$ cat src/rtl/core/ajd_pkg.sv
`timescale 1ns / 1ps
`default_nettype none
package ajd_pkg;

  localparam int AXIS_BITS_DEFAULT = 16;
  localparam int BUTTON_BITS       = 16;
  localparam int COUNT_BITS        = 5;
  localparam int DIR_BITS          = 10;
  localparam logic [COUNT_BITS-1:0] MAX_BUTTONS       = 5'd16;
  localparam logic [COUNT_BITS-1:0] BUTTON_COUNT_INIT = 5'd16;

  // Bit positions in the direction word
  localparam int DIR_DOWN_BIT  = 0;
  localparam int DIR_RIGHT_BIT = 1;
  localparam int DIR_UP_BIT    = 8;
  localparam int DIR_LEFT_BIT  = 9;

  typedef struct packed {
    logic low_third;
    logic high_third;
  } axis_class_t;

endpackage
`default_nettype wire

$ cat src/rtl/core/ajd_axis_class.sv
`timescale 1ns / 1ps
`default_nettype none
module ajd_axis_class #(
  parameter int AXIS_BITS = ajd_pkg::AXIS_BITS_DEFAULT
) (
  input  wire logic signed [AXIS_BITS-1:0] reading,
  input  wire logic signed [AXIS_BITS-1:0] low_seen,
  input  wire logic signed [AXIS_BITS-1:0] high_seen,
  output ajd_pkg::axis_class_t             cls
);
  import ajd_pkg::*;

  localparam int W = AXIS_BITS + 1;

  logic signed [W-1:0] offs_s;
  logic signed [W-1:0] span_s;
  logic [W-1:0]   offs;
  logic [W-1:0]   span;
  logic [W+1:0]   offs3;
  logic [W+1:0]   offs3_p3;
  logic [W+1:0]   span_x1;
  logic [W+1:0]   span_x2;

  // reading >= low_seen and high_seen >= low_seen, so both differences are nonnegative
  assign offs_s = W'(reading) - W'(low_seen);
  assign span_s = W'(high_seen) - W'(low_seen);
  assign offs   = offs_s;
  assign span   = span_s;

  assign offs3    = {1'b0, offs, 1'b0} + {2'b00, offs};
  assign offs3_p3 = offs3 + (W+2)'(3);
  assign span_x1  = {2'b00, span};
  assign span_x2  = {1'b0, span, 1'b0};

  // offs < floor(span/3)    <=> 3*(offs+1) <= span
  // offs > floor(2*span/3)  <=> 3*offs > 2*span
  assign cls.low_third  = offs3_p3 <= span_x1;
  assign cls.high_third = !cls.low_third && (offs3 > span_x2);

endmodule
`default_nettype wire

$ cat src/rtl/core/analog_joystick_to_digital_direction_top.sv
`timescale 1ns / 1ps
`default_nettype none
// Channel   Handshake            Payload
// input     in_valid / in_stall  stick_select, x_reading, y_reading, raw_buttons
// output    out_valid/ out_stall direction_word, button_mask
// config    cfg_we               cfg_data (button_count)
//
// Two register levels: the range update happens as an item enters the middle stage;
// the classification lands in the output register when it is free. One item per
// cycle while out_stall is low; the per-stick min/max update is the only loop.
// Reset (rst, synchronous) collapses both ranges to empty and sets button_count to 16.
// in_stall rises only when both the stage and the output register hold items.
module analog_joystick_to_digital_direction_top #(
  parameter int AXIS_BITS = ajd_pkg::AXIS_BITS_DEFAULT
) (
  input  wire logic                                clk,
  input  wire logic                                rst,
  input  wire logic                                cfg_we,
  input  wire logic [ajd_pkg::COUNT_BITS-1:0]      cfg_data,
  input  wire logic                                in_valid,
  output logic                                     in_stall,
  input  wire logic                                stick_select,
  input  wire logic signed [AXIS_BITS-1:0]         x_reading,
  input  wire logic signed [AXIS_BITS-1:0]         y_reading,
  input  wire logic [ajd_pkg::BUTTON_BITS-1:0]     raw_buttons,
  output logic                                     out_valid,
  input  wire logic                                out_stall,
  output logic [ajd_pkg::DIR_BITS-1:0]             direction_word,
  output logic [ajd_pkg::BUTTON_BITS-1:0]          button_mask
);
  import ajd_pkg::*;

  localparam logic signed [AXIS_BITS-1:0] AXIS_MAX = {1'b0, {(AXIS_BITS-1){1'b1}}};
  localparam logic signed [AXIS_BITS-1:0] AXIS_MIN = {1'b1, {(AXIS_BITS-1){1'b0}}};

  logic [COUNT_BITS-1:0] button_count;

  logic signed [AXIS_BITS-1:0] x_low_seen  [2];
  logic signed [AXIS_BITS-1:0] x_high_seen [2];
  logic signed [AXIS_BITS-1:0] y_low_seen  [2];
  logic signed [AXIS_BITS-1:0] y_high_seen [2];

  logic signed [AXIS_BITS-1:0] x_low_next, x_high_next, y_low_next, y_high_next;

  // middle stage
  logic                        mid_valid;
  logic signed [AXIS_BITS-1:0] mid_x, mid_x_low, mid_x_high;
  logic signed [AXIS_BITS-1:0] mid_y, mid_y_low, mid_y_high;
  logic [BUTTON_BITS-1:0]      mid_buttons;

  logic in_take;
  logic mid_advance;
  logic out_free;

  logic [COUNT_BITS-1:0]  eff_count;
  logic [BUTTON_BITS-1:0] mask_next;

  axis_class_t x_cls, y_cls;
  logic [DIR_BITS-1:0] dir_next;

  assign out_free    = !out_valid || !out_stall;
  assign in_stall    = mid_valid && !out_free;
  assign in_take     = in_valid && !in_stall;
  assign mid_advance = mid_valid && out_free;

  always_ff @(posedge clk) begin
    if (rst) begin
      button_count <= BUTTON_COUNT_INIT;
    end else if (cfg_we) begin
      button_count <= cfg_data;
    end
  end

  // widen the selected stick's range with the sample
  always_comb begin
    x_low_next  = x_low_seen[stick_select];
    x_high_next = x_high_seen[stick_select];
    y_low_next  = y_low_seen[stick_select];
    y_high_next = y_high_seen[stick_select];
    if (x_reading < x_low_next)  x_low_next  = x_reading;
    if (x_reading > x_high_next) x_high_next = x_reading;
    if (y_reading < y_low_next)  y_low_next  = y_reading;
    if (y_reading > y_high_next) y_high_next = y_reading;
  end

  always_comb begin
    eff_count = (button_count > MAX_BUTTONS) ? MAX_BUTTONS : button_count;
    for (int i = 0; i < BUTTON_BITS; i++) begin
      mask_next[i] = raw_buttons[i] && (COUNT_BITS'(i) < eff_count);
    end
  end

  always_ff @(posedge clk) begin
    if (rst) begin
      for (int i = 0; i < 2; i++) begin
        x_low_seen[i]  <= AXIS_MAX;
        x_high_seen[i] <= AXIS_MIN;
        y_low_seen[i]  <= AXIS_MAX;
        y_high_seen[i] <= AXIS_MIN;
      end
    end else if (in_take) begin
      x_low_seen[stick_select]  <= x_low_next;
      x_high_seen[stick_select] <= x_high_next;
      y_low_seen[stick_select]  <= y_low_next;
      y_high_seen[stick_select] <= y_high_next;
    end
  end

  always_ff @(posedge clk) begin
    if (rst) begin
      mid_valid <= 1'b0;
    end else if (in_take) begin
      mid_valid <= 1'b1;
    end else if (mid_advance) begin
      mid_valid <= 1'b0;
    end
  end

  always_ff @(posedge clk) begin
    if (in_take) begin
      mid_x       <= x_reading;
      mid_x_low   <= x_low_next;
      mid_x_high  <= x_high_next;
      mid_y       <= y_reading;
      mid_y_low   <= y_low_next;
      mid_y_high  <= y_high_next;
      mid_buttons <= mask_next;
    end
  end

  ajd_axis_class #(.AXIS_BITS(AXIS_BITS)) u_x_class (
    .reading   (mid_x),
    .low_seen  (mid_x_low),
    .high_seen (mid_x_high),
    .cls       (x_cls)
  );

  ajd_axis_class #(.AXIS_BITS(AXIS_BITS)) u_y_class (
    .reading   (mid_y),
    .low_seen  (mid_y_low),
    .high_seen (mid_y_high),
    .cls       (y_cls)
  );

  // pack: up folds in left, down folds in right
  always_comb begin
    dir_next                = '0;
    dir_next[DIR_LEFT_BIT]  = x_cls.low_third;
    dir_next[DIR_RIGHT_BIT] = x_cls.high_third;
    dir_next[DIR_UP_BIT]    = y_cls.low_third ^ x_cls.low_third;
    dir_next[DIR_DOWN_BIT]  = y_cls.high_third ^ x_cls.high_third;
  end

  always_ff @(posedge clk) begin
    if (rst) begin
      out_valid <= 1'b0;
    end else if (out_free) begin
      out_valid <= mid_valid;
    end
  end

  always_ff @(posedge clk) begin
    if (mid_advance) begin
      direction_word <= dir_next;
      button_mask    <= mid_buttons;
    end
  end

endmodule
`default_nettype wire

$ cat config.mk
export PLATFORM = sky130hd
export DESIGN_NAME = analog_joystick_to_digital_direction_top
export DESIGN_NICKNAME = d
export VERILOG_FILES = /design/src/rtl/core/ajd_pkg.sv /design/src/rtl/core/ajd_axis_class.sv /design/src/rtl/core/analog_joystick_to_digital_direction_top.sv
export SDC_FILE = /design/constraint.sdc
export NUM_CORES = 1
export LEC_CHECK = 0
export BUFFER_PORTS_ARGS = -buffer_cell sky130_fd_sc_hd__clkbuf_2
export CORE_UTILIZATION = 44
export DETAILED_ROUTE_END_ITERATION = 6
export GPL_ROUTABILITY_DRIVEN = 0
export PLACE_DENSITY_LB_ADDON = 0.05
export REMOVE_ABC_BUFFERS = 1
export SETUP_SLACK_MARGIN = 0.1
export SYNTH_ARGS = -nofsm -noshare
export SYNTH_HDL_FRONTEND = slang
export SYNTH_HIERARCHICAL = 1
export SYNTH_SLANG_ARGS = --single-unit
$ cat constraint.sdc
create_clock -name clk -period 7.45 [get_ports clk]
set_clock_uncertainty 0.15 [all_clocks]
set_input_delay 1.49 -clock clk [delete_from_list [all_inputs] [get_ports clk]]
set_output_delay 1.49 -clock clk [all_outputs]
set_load 0.01 [all_outputs]
* Yosys cells after proc, flatten, opt, wreduce, memory -nomap -nowiden
Memory sizes are Yosys's and may differ from the RTL's.
Cells that the tools add are included.
** Storage, ports and cells
- Bits in registers :: 139
- Input bits :: 59
- Output and inout port bits :: 28
- Bits in writable memories :: 128
- Memories kept :: 4
- Word-level logic and storage cells :: 108
** Memories
- x_high_seen :: depth 2, bits a word 16, rd ports 1, clocked after Yosys merged registers in 0, wr ports 2, RTL line analog_joystick_to_digital_direction_top.sv:39 : logic signed [AXIS_BITS-1:0] x_high_seen [2];
- x_low_seen :: depth 2, bits a word 16, rd ports 1, clocked after Yosys merged registers in 0, wr ports 2, RTL line analog_joystick_to_digital_direction_top.sv:38 : logic signed [AXIS_BITS-1:0] x_low_seen [2];
- y_high_seen :: depth 2, bits a word 16, rd ports 1, clocked after Yosys merged registers in 0, wr ports 2, RTL line analog_joystick_to_digital_direction_top.sv:41 : logic signed [AXIS_BITS-1:0] y_high_seen [2];
- y_low_seen :: depth 2, bits a word 16, rd ports 1, clocked after Yosys merged registers in 0, wr ports 2, RTL line analog_joystick_to_digital_direction_top.sv:40 : logic signed [AXIS_BITS-1:0] y_low_seen [2];
** Cells by class
- $add $sub $neg :: 8
- Order comparisons :: 25
- Mux-type cells :: 24
- Reductions and logical operators :: 33
- Bitwise gates (word level) :: 2
** Operators by type and width (number)
- 2-to-1 mux 16 bit :: 8
- subtractor 16 x 16 -> 17 bit :: 4
- OR reduction 16 bit :: 4
- < comparator 4 x 5 -> 1 bit (first input constant) :: 8
- adder 18 x 17 -> 19 bit :: 2
- adder 19 x 2 -> 19 bit (second input constant) :: 2
- > comparator 19 x 18 -> 1 bit :: 2
- less-or-equal comparator 19 x 17 -> 1 bit :: 2
- > comparator 16 bit :: 2
- < comparator 16 bit :: 2
- logical AND 1 bit :: 21
- < comparator 3 x 5 -> 1 bit (first input constant) :: 4
- 2-to-1 mux 1 bit :: 15
- < comparator 1 x 5 -> 1 bit (first input constant) :: 2
- < comparator 2 x 5 -> 1 bit (first input constant) :: 2
- logical NOT 1 bit :: 6
- > comparator 5 bit (second input constant) :: 1
- 2-to-1 mux 5 bit :: 1
- nonzero test 2 bit :: 1
- XOR 1 bit :: 2
- logical OR 1 bit :: 1

* Logic depth before layout (Yosys ltp)
Gate-level depths: netlist of run 1.
- Depth after elaboration :: 11
- Mapped depth :: 29

* Cells and area by module
Netlist of run 1, hierarchy kept.
** Modules (own cells, without submodules)
- analog_joystick_to_digital_direction_top :: times used 1, area an instance 13106.3 um2, cells each 1031
- ajd_axis_class (u_y_class) :: times used 1, area an instance 3542.1 um2, cells each 472
- ajd_axis_class (u_x_class) :: times used 1, area an instance 3439.5 um2, cells each 454

* Least setup slack after synthesis of run 1
Ideal clock, no wire load.
- Kind :: reg-to-reg
- Start point :: register mid_x[0]
- End point :: register direction_word[0] in the netlist's numbering (data pin)
- Setup time :: 0.257 ns
- Setup slack :: 1.658 ns
- Clock period less this slack :: 5.792 ns
- Stages on the path, launching flop included :: 26
- Buffers on the path :: 0
- Arrival time :: 5.385 ns
- Path through :: edfxtp_1 > inv_1 > ha_1 > fa_1 > nand2b_1 > a211o_1 > a21boi_1 > o21ai_0 > and2_1 > ha_1 > a21oi_1 > and3_1 > a41oi_1 > a311oi_1 > a21oi_1 > xor2_1 > nand4_1 > xnor2_1 > ha_1 > a211oi_1 > o211ai_1 > nor2_1 > a221oi_1 > or4_1 > o211a_1 > xor2_1
** On the way
- Longest elaborated chain between the ends :: 7
- Elaborated cells on any way between the ends :: 8
- Those cells by class :: 3 x add/sub; 2 x order compare; 1 x bitwise; 2 x reduce/logical
** Ends and longest elaborated chain
- start, declared :: RTL line analog_joystick_to_digital_direction_top.sv:47 : logic signed [AXIS_BITS-1:0] mid_x, mid_x_low, mid_x_high;
- start signal, assigned :: RTL line analog_joystick_to_digital_direction_top.sv:121 : mid_x <= x_reading;
- subtractor 16 x 16 -> 17 bit (*) :: RTL line ajd_axis_class.sv:25 : assign offs_s = W'(reading) - W'(low_seen);
- adder 18 x 17 -> 19 bit (*) :: RTL line ajd_axis_class.sv:30 : assign offs3 = {1'b0, offs, 1'b0} + {2'b00, offs};
- adder 19 x 2 -> 19 bit :: RTL line ajd_axis_class.sv:31 : assign offs3_p3 = offs3 + (W+2)'(3);
- less-or-equal comparator 19 x 17 -> 1 bit :: RTL line ajd_axis_class.sv:37 : assign cls.low_third = offs3_p3 <= span_x1;
- logical NOT 1 bit :: RTL line ajd_axis_class.sv:38 : assign cls.high_third = !cls.low_third && (offs3 > span_x2);
- logical AND 1 bit (*) :: RTL line ajd_axis_class.sv:38
- via dir_next[1] :: RTL line analog_joystick_to_digital_direction_top.sv:59 : logic [DIR_BITS-1:0] dir_next;
- XOR 1 bit (*) :: RTL line analog_joystick_to_digital_direction_top.sv:151 : dir_next[DIR_DOWN_BIT] = y_cls.high_third ^ x_cls.high_third;
- via dir_next[0] :: RTL line analog_joystick_to_digital_direction_top.sv:59
- end signal, assigned :: RTL line analog_joystick_to_digital_direction_top.sv:164 : direction_word <= dir_next;
- end, declared :: RTL line analog_joystick_to_digital_direction_top.sv:28 : output logic [ajd_pkg::DIR_BITS-1:0] direction_word,
The timed path passes the listed nets; every way through them passes the cells marked *.
A chain may end at the register's enable or synchronous reset.

==> out/results.tsv, run 1 <==
stage	metric	value	unit
status	status	finished clean	
global_routing	antenna violations before repair	0	
yosys	count leader, synth	edfxtp_1	
power_and_ir_drop	Flop pwr share	25.6	%
placed_design	pre-CTS setup slack	1.07	ns
detailed_routing	mean number of vias per cell	5.56	
floorplan	Top Ports	87	
clock_tree	CTS Hold Buffers Added	0	
worst_setup_path	WP data required	7.63	ns
layout	Diodes inserted	0	
placed_design	placed cell area	21100	um2
floorplan	core area	44600	um2
yosys	list of most frequent post-synthesis cells	260 x edfxtp_1, 228 x ha_1, 154 x nand2_1, 131 x a21oi_1, 131 x mux2i_1	
yosys	top-area cell type share of the netlist area	38.9	%
worst_setup_path	data arrival time of the worst path	6.62	ns
detailed_routing	Initial DRC Count	983	
worst_setup_path	CP Class	reg2reg	
global_routing	grt total ovfl	0	
yosys	synthesized flop and latch total	267	
timing	Final setup violation count	0	
timing	max frequency	0.155	GHz
power_and_ir_drop	clock network fraction of design power	21.5	%
power_and_ir_drop	worst vdd ir	0.225	mV
timing	Final min period	6.44	ns
yosys	top cells by area, synth	edfxtp_1 39%, ha_1 14%, mux2i_1 6.5%	
detailed_routing	via count	14600	
worst_setup_path	worst-path maximum fanout	4	
placed_design	port bufs	80	
min_path	hold crit path type	reg2reg	
clock_tree	clk_lat worst skew	0.57	ns
yosys	Syn Area/Cell	10.3	um2
clock_tree	Root Buffer	clkbuf_16	
placed_design	DP HPWL	36800	um
worst_setup_path	Startpoint Class	flip-flop	
layout	final core occ	49.5	%
yosys	Seq/Total Area, Yosys	39.6	%
floorplan	Chip Width	216	um
timing	Hold WS	0.261	ns
global_routing	gr usage total	21.1	%
detailed_routing	remaining antenna violation count	0	
floorplan	Rows	77	
clock_tree	clock sink count	267	
detailed_routing	WL per Instance	18.7	um
global_routing	vias in the first global route	14300	
floorplan	initial core utilization	45.0	%
yosys	Post-synth ARST share	0	%
power_and_ir_drop	logic gate share of total power	52.9	%
layout	multi-input logic area	11400	um2
timing	Slew HR	28.8	%
clock_tree	H-tree depth	1	
layout	fill count	4115	
detailed_routing	Detailed Routing Iterations Pass 1	5	
power_and_ir_drop	Psw	2.84	mW
detailed_routing	Post-route DRC	0	
timing	Slew Viols, Final	0	
worst_setup_path	R2R setup slack	1.01	ns
yosys	Synth area leader	edfxtp_1	
power_and_ir_drop	switching share of total power	39.7	%
layout	register area	7950	um2
yosys	Post-synth EDFFs	260	
clock_tree	number of post-CTS setup repair buffers	0	
timing	Fin Setup TNS	0	ns
yosys	Synth Cell Area	20100	um2
floorplan	Die Span Y	216	um
clock_tree	cts repair resizes	0	
yosys	Synthesis Warnings	6	
global_routing	largest net degree at the start of global routing	88	
yosys	distinct cell type count after synthesis	103	
timing	unrepaired setup endpoints after global routing	no	
layout	fin area	22100	um2
clock_tree	clk buf depth	3	
worst_setup_path	Crit. End Element	flip-flop	
timing	crit share post-route	86.4	%
power_and_ir_drop	Pint	4.32	mW
timing	Tightest Pin Transition	1.07	ns
clock_tree	Num CTS Buffers	31	
power_and_ir_drop	power per cell area	324	nW/um2
clock_tree	CTS tree	done	
yosys	ys flop type	edfxtp_1	
layout	share of layout cells above drive strength 1	11.0	%
global_routing	first-pass GRT wire length	78100	um
detailed_routing	final WL	49200	um
layout	final net count	2314	
power_and_ir_drop	Leak	9.17	nW
timing	Final WS setup	1.01	ns
yosys	Gate Count Post-Synth	1957	
floorplan	die area	46500	um2
layout	Area Overhead vs Synth	10.0	%
timing	Hold Vio Cnt, Final	0	
job	Max Cap Violations	0	
clock_tree	Worst-path clk slew	0.06	ns
==> worst paths after layout <==
| check | start | endpoint | depth (start not counted) |
|---|---|---|---|
| hold / removal | mid_buttons[1] | button_mask[1] | 0 |
| setup reg to reg | mid_y[0] | direction_word[0] | 26 |
| hold reg to reg | mid_buttons[1] | button_mask[1] | 0 |
| setup / recovery | mid_y[0] | direction_word[0] | 26 |
==> final cells by class <==
class                      instances  area share, %
multi-input combinational       1501           51.6
sequential                       267           36.0
clock buffer                      36           3.60
tap                              592           3.35
timing repair buffer              96           2.42
inverter                         124           2.12
clock inverter                    20          0.996
==> worst max-delay path, cell delays in order, from the launching register on <==
cell and delay (ns):
edfxtp_1 0.36, inv_1 0.05, ha_1 0.21, fa_1 0.52
inv_1 0.09, ha_1 0.24, fa_1 0.41, a21o_1 0.19
a21oi_1 0.30, o21ai_0 0.18, a2111oi_0 0.50, or3_2 0.25
xnor2_1 0.21, nor3b_1 0.33, nand4_1 0.21, nor2_1 0.18
xnor2_1 0.09, ha_1 0.32, nand4_1 0.08, nor2_1 0.05
a211oi_1 0.23, nand2_1 0.08, nor2_1 0.09, nor2_1 0.07
or4b_1 0.50, o211a_1 0.17, xor2_1 0.14
==> metal layers <==
metal,track usage (%),wire [um],vias up
met3,2.38,2350,50
li1,-,-,7348
met4,4.28,733,0
met5,0,0,-
met2,32.0,20700,272
met1,32.1,25400,6975
==> flip-flops by register name, summed over array words and instances, names as in the netlist, 32 cells and up <==
| register | flops |
|---|---|
| y_high_seen | 32 |
| y_low_seen | 32 |
| x_low_seen | 32 |
| x_high_seen | 32 |
==> power groups by stage <==
stage	Combinational [mW]	Sequential, mW	Clock [mW]
5_1_grt	4.28	1.84	1.63
3_5_place_dp	3.78	1.87	0
3_3_place_gp	3.72	1.86	0
6_report	3.79	1.83	1.54
4_1_cts	3.81	1.84	1.57
2_1_floorplan	2.86	1.87	0
==> metrics by stage <==
| stage | cells | power (mW) |
|---|---|---|
| after detailed placement | 2580 | 5.64 |
| final | 2636 | 7.17 |
| after global routing | 2636 | 7.75 |
| after global placement | 2580 | 5.59 |
| after floorplan | 1892 | 4.73 |
| after CTS | 2636 | 7.22 |
==> cells by family after synthesis <==
kind of cell | Yosys count | synth area share, %
other | 1 | 0.0187
muxes | 167 | 8.55
buffers and inverters | 194 | 4.02
DFF | 267 | 39.6
adders and majority gates | 235 | 14.8
AOI/OAI and AO/OA | 458 | 15.1
xor gates and xnor gates | 106 | 4.66
and+or+nand+nor | 529 | 13.2
==> cell usage in the layout, fill, tap and decap left out, drive strengths merged, types with 52 or more instances in the layout <==
cell type and instances:
nor2 110, xnor2 71, mux2i 131, nand2 154
inv 126, o21ai 123, ha 228, clkbuf 115
edfxtp 260, nand2b 52, a21oi 132
(Power assumes the default switching activity.)
==> inputs of run 2 (changes only) <==
--- a/config.mk
+++ b/config.mk
@@ -6,7 +6,7 @@
 export NUM_CORES = 1
 export LEC_CHECK = 0
 export BUFFER_PORTS_ARGS = -buffer_cell sky130_fd_sc_hd__clkbuf_2
-export CORE_UTILIZATION = 44
+export CORE_UTILIZATION = 64
 export DETAILED_ROUTE_END_ITERATION = 6
 export GPL_ROUTABILITY_DRIVEN = 0
 export PLACE_DENSITY_LB_ADDON = 0.05
==> run 2 against run 1 <==
The flow now finishes with violations (DRC). Global-route usage rose by 7.8 points. Combinational power barely moved. Routed wire length fell by 6.6%. Via count rose by 3.6%. Hold slack improved by 0.0078 ns. Count of clock-buffer cells in the layout rose by 1.
==> out/results.tsv, run 2 (synthesized netlist as in run 1, its figures left out) <==
stage	metric	value	unit	change
status	status	finished with violations		was finished clean
status	failing checks	DRC		
timing	Hold WS	0.269	ns	was 0.261 ns
worst_setup_path	Startpoint Class	flip-flop		unchanged
power_and_ir_drop	clock network fraction of design power	20.5	%	was 21.5%
layout	Diodes inserted	0		unchanged
clock_tree	cts repair resizes	0		unchanged
layout	highest-count cells in the layout ignoring fill and taps	260 x edfxtp_1, 228 x ha_1, 154 x nand2_1		unchanged
min_path	Hold Crit Depth	0		unchanged
detailed_routing	final WL	46000	um	was 49200 um
layout	Final Non-Filler Cells	2434		was 2636
min_path	min-delay src	mid_buttons[0]		was mid_buttons[1]
floorplan	Die Span Y	179	um	was 216 um
power_and_ir_drop	switching share of total power	39.5	%	was 39.7%
placed_design	placed cell count	2381		was 2580
layout	most common cell after layout, fill and taps aside	edfxtp_1		unchanged
job	Max Cap Violations	0		unchanged
clock_tree	Root Buffer	clkbuf_16		unchanged
floorplan	initial core utilization	65.3	%	was 45.0%
layout	multi-input logic area	11400	um2	about the same
layout	fill count	2247		was 4115
layout	register area	7950	um2	unchanged
clock_tree	clk_lat worst skew	0.55	ns	was 0.57 ns
global_routing	vias in the first global route	14700		was 14300
power_and_ir_drop	worst vdd ir	0.178	mV	was 0.225 mV
floorplan	Top Ports	87		unchanged
clock_tree	H-tree depth	1		unchanged
min_path	Worst Hold End	button_mask[0]		was button_mask[1]
floorplan	Chip Width	179	um	was 216 um
timing	max frequency	0.156	GHz	was 0.155 GHz
global_routing	antenna violations before repair	0		unchanged
power_and_ir_drop	logic gate share of total power	53.4	%	was 52.9%
power_and_ir_drop	Pint	4.26	mW	was 4.32 mW
detailed_routing	WL per Instance	18.9	um	was 18.7 um
timing	Hold Vio Cnt, Final	0		unchanged
worst_setup_path	data arrival time of the worst path	6.57	ns	was 6.62 ns
worst_setup_path	WP data required	7.60	ns	was 7.63 ns
timing	Tightest Pin Transition	0.993	ns	was 1.07 ns
layout	final core occ	70.8	%	was 49.5%
worst_setup_path	reg2reg end	direction_word[0]		unchanged
timing	Final setup violation count	0		unchanged
layout	Area Overhead vs Synth	8.33	%	was 10.0%
worst_setup_path	Crit. End Element	flip-flop		unchanged
clock_tree	clock sink count	267		unchanged
worst_setup_path	CP Class	reg2reg		unchanged
global_routing	gr usage total	28.9	%	was 21.1%
detailed_routing	Post-route DRC	4		was 0
timing	unrepaired setup endpoints after global routing	no		unchanged
timing	Final min period	6.43	ns	was 6.44 ns
global_routing	largest net degree at the start of global routing	88		unchanged
timing	crit share post-route	86.3	%	was 86.4%
floorplan	die area	32100	um2	was 46500 um2
clock_tree	CTS tree	done		unchanged
worst_setup_path	R2R Path Start	mid_x_low[0]		was mid_y[0]
global_routing	grt total ovfl	0		unchanged
placed_design	DP HPWL	34100	um	was 36800 um
floorplan	core area	30700	um2	was 44600 um2
layout	final net count	2309		was 2314
detailed_routing	mean number of vias per cell	6.23		was 5.56
timing	Fin Setup TNS	0	ns	unchanged
detailed_routing	Initial DRC Count	1294		was 983
detailed_routing	via count	15200		was 14600
power_and_ir_drop	Psw	2.78	mW	was 2.84 mW
clock_tree	Num CTS Buffers	29		was 31
worst_setup_path	worst-path maximum fanout	6		was 4
placed_design	port bufs	80		unchanged
floorplan	Rows	64		was 77
global_routing	first-pass GRT wire length	73100	um	was 78100 um
clock_tree	Worst-path clk slew	0.06	ns	about the same
power_and_ir_drop	Leak	9.12	nW	was 9.17 nW
timing	Slew HR	33.8	%	was 28.8%
detailed_routing	remaining antenna violation count	0		unchanged
worst_setup_path	reg2reg path depth	24		was 26
worst_setup_path	R2R setup slack	1.02	ns	was 1.01 ns
timing	Slew Viols, Final	0		unchanged
layout	share of layout cells above drive strength 1	11.0	%	about the same
clock_tree	CTS Hold Buffers Added	0		unchanged
min_path	hold crit path type	reg2reg		unchanged
detailed_routing	Detailed Routing Iterations Pass 1	7		was 5
clock_tree	clk buf depth	3		unchanged
clock_tree	number of post-CTS setup repair buffers	0		unchanged
power_and_ir_drop	power per cell area	323	nW/um2	was 324 nW/um2
power_and_ir_drop	Flop pwr share	26.1	%	was 25.6%
[run 2: per-stage QoR]
| step | total power [mW] | worst slack (ns) | area [um2] |
|---|---|---|---|
| 2_1_floorplan | 4.73 | -0.266 | 19800 |
| 3_3_place_gp | 5.44 | 1.26 | 20800 |
| 3_5_place_dp | 5.57 | 1.08 | 20800 |
| 4_1_cts | 7.03 | 1.04 | 21800 |
| 5_1_grt | 7.57 | 0.380 | 21800 |
| 6_report | 7.04 | 1.02 | 21800 |
[run 2: final cells by class]
class / instances / area share (%)
inverter: 124 / 2.15
clock buffer: 37 / 3.56
tap: 396 / 2.28
multi-input combinational: 1501 / 52.3
sequential: 267 / 36.5
clock inverter: 16 / 0.845
timing repair buffer: 93 / 2.30
[run 2: per-layer routing]
layer | vias to the layer above | part of all wire (%) | global-route usage [%]
li1 | 7359 | - | -
met1 | 7262 | 46 | 41.5
met4 | 0 | 1.6 | 5.67
met2 | 495 | 45 | 46.7
met3 | 56 | 7.2 | 4.11
met5 | - | 0 | 0
[run 2: power groups by stage]
stage	Clock (mW)	Sequential, mW	Combinational [mW]
floorplan	0	1.87	2.86
global placement	0	1.86	3.58
detailed placement	0	1.87	3.70
CTS	1.46	1.84	3.73
global route	1.52	1.85	4.20
finish	1.44	1.84	3.76
[run 2: worst max-delay path, stage by stage, from the launching register on]
cell and delay [ns]:
edfxtp_1 0.40, ha_1 0.23, fa_1 0.41, nand2b_1 0.17, a211o_1 0.31, a21boi_1 0.22
o21ai_0 0.16, and2_1 0.21, ha_1 0.33, a21oi_1 0.36, and3_1 0.22, a41oi_1 0.05
a311oi_1 0.38, a21oi_1 0.14, xor2_1 0.36, nand4_1 0.17, xnor2_1 0.16, ha_1 0.34
a211oi_1 0.22, o211ai_1 0.11, nor2_1 0.13, a221oi_1 0.09, or4_1 0.54, o211a_1 0.15
xor2_1 0.16
[run 2: worst max path at each step]
stage,from,to,slack [ns],cells past startpoint
final,mid_x_low[0],direction_word[0],1.02,24
after global routing,mid_x[0],direction_word[0],0.38,27
after CTS,mid_x[0],direction_word[0],1.04,27
after detailed placement,mid_x[0],direction_word[0],1.08,27
after global placement,mid_y[0],direction_word[0],1.26,27
after floorplan,out_stall,x_high_seen[1][0],-0.27,4
